## config.mk

```make
export PLATFORM = sky130hd
export DESIGN_NAME = id3_tag_size_scanner_core
export DESIGN_NICKNAME = d
export VERILOG_FILES = /design/src/id3tss_pkg.sv /design/src/id3_tag_size_scanner_core.sv
export SDC_FILE = /design/constraint.sdc
export NUM_CORES = 1
export LEC_CHECK = 0
export BUFFER_PORTS_ARGS = -buffer_cell sky130_fd_sc_hd__buf_2
export CAP_MARGIN = 30
export CORE_UTILIZATION = 35
export DETAILED_ROUTE_END_ITERATION = 10
export GPL_ROUTABILITY_DRIVEN = 0
export SYNTH_ARGS = -nofsm -noshare
export SYNTH_HDL_FRONTEND = slang
export SYNTH_SLANG_ARGS = --single-unit
export TNS_END_PERCENT = 30
```

## constraint.sdc

```tcl
create_clock -name clock -period 5 [get_ports clock]
set_input_delay 0.75 -clock clock [delete_from_list [all_inputs] [get_ports clock]]
set_output_delay 0.75 -clock clock [all_outputs]
set_load 0.05 [all_outputs]
```

## src/id3tss_pkg.sv

```systemverilog
// ----------------------------------------------------------------------------
// ID3 tag size scanner package
// Scan phases, result kind codes and header constants shared by the core.
// ----------------------------------------------------------------------------
package id3tss_pkg;

   typedef enum logic [4:0] {
      PH_PREFIX = 5'b00001,
      PH_HEADER = 5'b00010,
      PH_SKIP   = 5'b00100,
      PH_PAD    = 5'b01000,
      PH_DONE   = 5'b10000
   } phase_type;

   typedef logic [1:0] kind_type;

   localparam kind_type KIND_NONE     = 2'd0;
   localparam kind_type KIND_V1       = 2'd1;
   localparam kind_type KIND_V2       = 2'd2;
   localparam kind_type KIND_RESERVED = 2'd3;

   localparam int V1_TAG_SIZE = 128;
   localparam int HEADER_LEN  = 10;

   localparam logic [7:0] BYTE_FF     = 8'hff;
   localparam logic [7:0] FOOTER_FLAG = 8'h10;

   localparam logic [1:0] MATCH_BOTH = 2'b11;

   // expected prefix byte for the ID3v1 marker "TAG"
   function automatic logic [7:0] prefix_v1(input logic [1:0] idx);
      logic [7:0] b;
      case (idx)
         2'd0:    b = 8'h54;
         2'd1:    b = 8'h41;
         2'd2:    b = 8'h47;
         default: b = 8'h00;
      endcase
      return b;
   endfunction

   // expected prefix byte for the ID3v2 marker "ID3"
   function automatic logic [7:0] prefix_v2(input logic [1:0] idx);
      logic [7:0] b;
      case (idx)
         2'd0:    b = 8'h49;
         2'd1:    b = 8'h44;
         2'd2:    b = 8'h33;
         default: b = 8'h00;
      endcase
      return b;
   endfunction

endpackage

```

## src/id3_tag_size_scanner_core.sv

```systemverilog
// ----------------------------------------------------------------------------
// ID3 tag size scanner core
// Scans a byte stream framed by tlast and reports one tag kind and size per
// scan.
// ----------------------------------------------------------------------------
// One byte is taken in every cycle. Each byte updates the scan state in the
// same cycle and, when it settles the scan, loads the result register, so a
// result appears in the cycle after the byte that decides it. The input stalls
// only while a result sits in the result register and rsp_tready is low. A
// request with tlast always ends the scan with exactly one result and starts
// a new scan; bytes after the result up to tlast give nothing. The byte
// position and the tag size saturate at 2^SIZE_BITS - 1.
module id3_tag_size_scanner_core #(
   parameter int SIZE_BITS = 32
) (
   input  logic                                   clock,
   input  logic                                   reset,
   input  logic                                   req_tvalid,
   output logic                                   req_tready,
   input  logic [7:0]                             req_tdata,   // data_byte[7:0]
   input  logic                                   req_tlast,   // last_byte
   output logic                                   rsp_tvalid,
   input  logic                                   rsp_tready,
   output logic [((2 + SIZE_BITS + 7) / 8) * 8 - 1:0] rsp_tdata
   // rsp_tdata: tag_kind[1:0], tag_size, zero fill
);

   localparam logic [SIZE_BITS - 1:0] SizeMax = '1;

   id3tss_pkg::phase_type phase_ff, phase_in;
   logic [SIZE_BITS - 1:0] pos_ff, pos_in;
   logic [SIZE_BITS - 1:0] acc_ff, acc_in;
   logic [1:0]             match_ff, match_in;
   logic                   ok_ff, ok_in;

   logic                   rsp_valid_ff;
   id3tss_pkg::kind_type   rsp_kind_ff;
   logic [SIZE_BITS - 1:0] rsp_size_ff;

   logic                   req_fire;
   logic                   res_load;
   id3tss_pkg::kind_type   res_kind;
   logic [SIZE_BITS - 1:0] res_size;
   logic [SIZE_BITS - 1:0] term;
   logic [1:0]             m;
   logic                   h;
   logic [SIZE_BITS - 1:0] a;

   function automatic logic [SIZE_BITS - 1:0] sat_inc(input logic [SIZE_BITS - 1:0] v);
      return (v == SizeMax) ? v : v + SIZE_BITS'(1);
   endfunction

   assign req_tready = !rsp_valid_ff || rsp_tready;
   assign req_fire   = req_tvalid && req_tready;

   always_comb begin
      phase_in = phase_ff;
      pos_in   = pos_ff;
      acc_in   = acc_ff;
      match_in = match_ff;
      ok_in    = ok_ff;
      res_load = 1'b0;
      res_kind = id3tss_pkg::KIND_NONE;
      res_size = '0;
      term     = '0;
      m        = match_ff;
      h        = ok_ff;
      a        = acc_ff;

      unique case (phase_ff)
         id3tss_pkg::PH_PREFIX: begin
            if (req_tdata != id3tss_pkg::prefix_v1(pos_ff[1:0])) m[0] = 1'b0;
            if (req_tdata != id3tss_pkg::prefix_v2(pos_ff[1:0])) m[1] = 1'b0;
            match_in = m;
            if (m == 2'b00) begin
               res_load = 1'b1;
               phase_in = id3tss_pkg::PH_DONE;
            end else if (pos_ff >= SIZE_BITS'(2)) begin
               if (m[0]) begin
                  res_load = 1'b1;
                  res_kind = id3tss_pkg::KIND_V1;
                  res_size = SIZE_BITS'(id3tss_pkg::V1_TAG_SIZE);
                  phase_in = id3tss_pkg::PH_DONE;
               end else begin
                  phase_in = id3tss_pkg::PH_HEADER;
               end
            end
         end
         id3tss_pkg::PH_HEADER: begin
            case (pos_ff[3:0])
               4'd6:    term = SIZE_BITS'(req_tdata[6:0]) << 21;
               4'd7:    term = SIZE_BITS'(req_tdata[6:0]) << 14;
               4'd8:    term = SIZE_BITS'(req_tdata[6:0]) << 7;
               4'd9:    term = SIZE_BITS'(req_tdata[6:0]);
               default: term = '0;
            endcase
            case (pos_ff[3:0]) inside
               4'd3, 4'd4: begin
                  if (req_tdata == id3tss_pkg::BYTE_FF) h = 1'b0;
               end
               4'd5: begin
                  a = ((req_tdata & id3tss_pkg::FOOTER_FLAG) != 8'h00)
                     ? SIZE_BITS'(id3tss_pkg::HEADER_LEN) : '0;
               end
               4'd6, 4'd7, 4'd8, 4'd9: begin
                  if (req_tdata[7]) h = 1'b0;
                  a = a + term;
               end
               default: ;
            endcase
            if (pos_ff[3:0] == 4'd9) begin
               if (!h) begin
                  res_load = 1'b1;
                  phase_in = id3tss_pkg::PH_DONE;
               end else begin
                  a        = a + SIZE_BITS'(id3tss_pkg::HEADER_LEN);
                  phase_in = id3tss_pkg::PH_SKIP;
               end
            end
            ok_in  = h;
            acc_in = a;
         end
         id3tss_pkg::PH_SKIP: begin
            if (pos_ff == acc_ff) begin
               if (req_tdata == 8'h00) begin
                  acc_in   = sat_inc(acc_ff);
                  phase_in = id3tss_pkg::PH_PAD;
               end else begin
                  res_load = 1'b1;
                  res_kind = id3tss_pkg::KIND_V2;
                  res_size = acc_ff;
                  phase_in = id3tss_pkg::PH_DONE;
               end
            end
         end
         id3tss_pkg::PH_PAD: begin
            if (req_tdata == 8'h00) begin
               acc_in = sat_inc(acc_ff);
            end else begin
               res_load = 1'b1;
               res_kind = id3tss_pkg::KIND_V2;
               res_size = acc_ff;
               phase_in = id3tss_pkg::PH_DONE;
            end
         end
         id3tss_pkg::PH_DONE: ;
         default: ;
      endcase

      if (req_tlast) begin
         if (!res_load && phase_in != id3tss_pkg::PH_DONE) begin
            res_load = 1'b1;
            if (phase_in == id3tss_pkg::PH_SKIP || phase_in == id3tss_pkg::PH_PAD) begin
               res_kind = id3tss_pkg::KIND_V2;
               res_size = acc_in;
            end
         end
         phase_in = id3tss_pkg::PH_PREFIX;
         pos_in   = '0;
         acc_in   = '0;
         match_in = id3tss_pkg::MATCH_BOTH;
         ok_in    = 1'b1;
      end else begin
         pos_in = sat_inc(pos_ff);
      end
   end

   always_ff @(posedge clock) begin
      if (reset) begin
         phase_ff <= id3tss_pkg::PH_PREFIX;
         pos_ff   <= '0;
         acc_ff   <= '0;
         match_ff <= id3tss_pkg::MATCH_BOTH;
         ok_ff    <= 1'b1;
      end else if (req_fire) begin
         phase_ff <= phase_in;
         pos_ff   <= pos_in;
         acc_ff   <= acc_in;
         match_ff <= match_in;
         ok_ff    <= ok_in;
      end
   end

   always_ff @(posedge clock) begin
      if (reset) begin
         rsp_valid_ff <= 1'b0;
      end else if (req_fire && res_load) begin
         rsp_valid_ff <= 1'b1;
      end else if (rsp_tready) begin
         rsp_valid_ff <= 1'b0;
      end
   end

   always_ff @(posedge clock) begin
      if (req_fire && res_load) begin
         rsp_kind_ff <= res_kind;
         rsp_size_ff <= res_size;
      end
   end

   assign rsp_tvalid = rsp_valid_ff;

   always_comb begin
      rsp_tdata                 = '0;
      rsp_tdata[1:0]            = rsp_kind_ff;
      rsp_tdata[2 +: SIZE_BITS] = rsp_size_ff;
   end

`ifndef ASSERT_OFF
   a_kind_legal: assert property (@(posedge clock) disable iff (reset)
      rsp_valid_ff |-> rsp_kind_ff != id3tss_pkg::KIND_RESERVED)
      else $error("reserved tag kind in result register");

   a_none_zero: assert property (@(posedge clock) disable iff (reset)
      rsp_valid_ff && rsp_kind_ff == id3tss_pkg::KIND_NONE |-> rsp_size_ff == '0)
      else $error("no-tag result with nonzero size");

   a_v1_size: assert property (@(posedge clock) disable iff (reset)
      rsp_valid_ff && rsp_kind_ff == id3tss_pkg::KIND_V1
      |-> rsp_size_ff == SIZE_BITS'(id3tss_pkg::V1_TAG_SIZE))
      else $error("ID3v1 result with wrong size");

   a_v2_min: assert property (@(posedge clock) disable iff (reset)
      rsp_valid_ff && rsp_kind_ff == id3tss_pkg::KIND_V2
      |-> rsp_size_ff >= SIZE_BITS'(id3tss_pkg::HEADER_LEN))
      else $error("ID3v2 result shorter than its header");

   a_prefix_pos: assert property (@(posedge clock) disable iff (reset)
      phase_ff == id3tss_pkg::PH_PREFIX |-> pos_ff < SIZE_BITS'(3))
      else $error("prefix phase past third byte");

   a_hold_state: assert property (@(posedge clock) disable iff (reset)
      !req_fire |=> $stable(phase_ff) && $stable(pos_ff))
      else $error("scan state moved without a request");
`endif

endmodule

```

==> flow_metrics.tcl <==
set metrics [dict create \
    dp_hpwl_um 27100 \
    drive_gt1_share_pct 11.7 \
    wl_per_cell_um 20.7 \
    rows 61 \
    crit_top_cell "inv_1" \
    cts.path.max_buffers 2 \
    numCtsBuffers 9 \
    p_leak_uw 0.00396 \
    drtAntennaViolNets 0 \
    route.detailed.drc 0 \
    clock_skew_ns 0.0162 \
    final_common_cell "nor2_1" \
    h-tree-depth 3 \
    pre_cts_slack_ns 0.192 \
    grt_pass1_wl_um 54900 \
    wl_um 35500 \
    slowest_stage "or4_1" \
    tightestPinTransition_ns 0.864 \
    vias_per_cell 6.08 \
    required_ns 5.12 \
    die_height_um 171 \
    ir_drop_v 0.000145 \
    drt_iter0_drc 1047 \
    synth_edf_count 34 \
    async_flop_share_pct 0 \
    io_buffers 48 \
    antenna_found_initial 0 \
    critical_path_peak_fanout 8 \
    cp.arrival_ns 4.82 \
    cts.sinks 107 \
    clk_latency_ns 0.36 \
    min_path_type "register to register" \
    synth_cell_types 99 \
    period_share_pct 94.0 \
    vias 10460 \
    initial_core_util_pct 35.8 \
    multi_input_area_sq_mm 0.00704 \
    ys_seq_area_share_pct 24.8 \
    syn_avg_cell_area_sq_um 7.60 \
    io_pins 55 \
    grtUsageTotal_pct 24.2 \
    startpoint_type "register" \
    final_area_sq_mm 0.0111 \
    tns_ns 0 \
    grt_remaining_overflow 0 \
    syn-cell-area_sq_mm 0.0100 \
    core_sq_mm 0.0280 \
    relSlewSlack_pct 41.9 \
    hold_viol 0 \
    die-width_um 171 \
    root_buffer "clkbuf_16" \
    period_minus_slack_ns 4.70 \
    critPathMaxStageDelay_ns 0.75 \
    setup_viol 0 \
    nNetsFinal 1385 \
    crit_buf_inv 3 \
    cts_tree "yes" \
    p_per_area_mw_per_mm2 175 \
    ys.flop_type "dfxtp_1" \
    die_area_sq_mm 0.0293 \
    timing.final.ws_setup_ns 0.299 \
    crit_family "simple AND/OR/NAND/NOR gates" \
    slew_viol_final 0 \
    fill_cells 2917 \
    drv_cap 0 \
    seq_area_sq_mm 0.00248 \
    synth_seq_cells 107 \
    drt-pass1-iter-count 9 \
    fin_cells 1719 \
    outcome "finished clean" \
    max_freq_mhz 213 \
    n_antenna_cell 0 \
    synthCells 1319 \
    layout_common_cells "137 x nor2_1, 129 x nand2_1, 75 x a21oi_1" \
    yosysWarnings 0 \
    crit_chain "inv_1, ha_1, inv_1, nor2_1, buf_4, and2_1, fa_1, a21o_1, a221oi_2, o21ai_0, nand3_1, o2111ai_1, or2_2, or4_1, nor4_2, mux2i_1, o311ai_1, a22o_1" \
    grt_pass1_vias 9627 \
    dpl_cell_area_sq_mm 0.0108 \
    clkTransAtPathRegs_ns 0.09 \
    syn_to_final_growth_pct 10.6 \
    cp-end-kind "register" \
    grt_max_degree 41 \
    crit_type "register to register" \
    dp.cells 1702 \
]
cell usage after synthesis, types with 14 or more instances:
master	number	area, sq um
a21o_1	18	135
a21oi_1	75	375
a22o_1	29	254
a22oi_1	24	180
and2_1	33	206
and3_1	41	257
clkbuf_1	81	304
dfxtp_1	73	1460
edfxtp_1	34	1020
ha_1	35	438
inv_1	24	90.1
mux2i_1	14	140
nand2_1	129	484
nand3_1	43	215
nand4_1	42	263
nor2_1	140	526
nor3_1	27	135
nor4_1	22	138
o211ai_1	15	113
o21ai_0	67	335
or3_1	19	119
xnor2_1	67	587
xor2_1	33	289
power breakdown:
group | total [uW] | leakage, uW | switching, uW | internal [uW]
clock network | 749 | 0.000148 | 353 | 395
registers | 934 | 0.000929 | 9.89 | 924
logic | 257 | 0.00289 | 198 | 59.0
tightest hold or removal path, delay by kind of cell (launching register included):
| kind | cells | cell delay, ns |
|---|---|---|
| compound gates | 1 | 0.07 |
| flops | 1 | 0.33 |
| simple gates | 1 | 0.05 |
sequential cells by signal, summed over array words and instances (netlist names):
| register | flops |
|---|---|
| acc_ff | 32 |
| match_ff | 2 |
| ok_ff | 1 |
| phase_ff | 5 |
| pos_ff | 32 |
| rsp_kind_ff | 2 |
| rsp_size_ff | 32 |
| rsp_tvalid | 1 |
layout make-up:
cell class              count  area share [%]
clock buffers              10            2.07
clock inverters             6           0.632
multi-input cells        1089            63.5
flip-flops and latches    107            22.4
well taps                 378            4.27
inverters                  24           0.813
repair buffers            105            6.32
path summary, 6_finish.rpt:
check	startpoint	endpoint	slack, ns	cells after the start
hold / removal	ok_ff$_SDFFE_PP1P_	ok_ff$_SDFFE_PP1P_	0.49	2
setup / recovery	pos_ff[1]$_SDFFE_PP0P_	rsp_size_ff[26]$_DFFE_PP_	0.30	18
setup reg to reg	pos_ff[1]$_SDFFE_PP0P_	rsp_size_ff[26]$_DFFE_PP_	0.30	18
hold reg to reg	ok_ff$_SDFFE_PP1P_	ok_ff$_SDFFE_PP1P_	0.49	2
stage by stage:
stage	hold WS [ns]	util, %	total power (uW)
6_report	0.491	39.6	1940
3_5_place_dp	0.473	38.4	1210
4_1_cts	0.492	39.5	1950
2_1_floorplan	0.452	-	1140
5_1_grt	0.511	39.6	2010
3_3_place_gp	0.470	38.3	1200
kinds of logic after synthesis:
| kind of cell | after synthesis | synth area share (%) |
|---|---|---|
| and+or+nand+nor | 570 | 29.4 |
| DFF | 107 | 24.8 |
| muxes | 16 | 1.74 |
| AOI/OAI and AO/OA | 361 | 25.3 |
| other | 1 | 0.0374 |
| xor gates and xnor gates | 100 | 8.74 |
| adders and majority gates | 36 | 4.57 |
| buffers and inverters | 128 | 5.39 |
timing repair:
action	CTS	global route
endpoints found under the hold margin	0	0
gates resized for setup	0	2
hold buffers	0	0
buffers inserted	0	1
setup endpoints to repair	0	7
metal layers:
layer | routed length [um] | GRT usage [%] | vias to the layer above
li1 | - | - | 4905
met1 | 15300 | 32.6 | 4972
met2 | 16200 | 39.7 | 508
met3 | 2760 | 2.83 | 75
met4 | 1240 | 8.77 | 0
met5 | 0 | 0 | -
(Power assumes the default switching activity.)
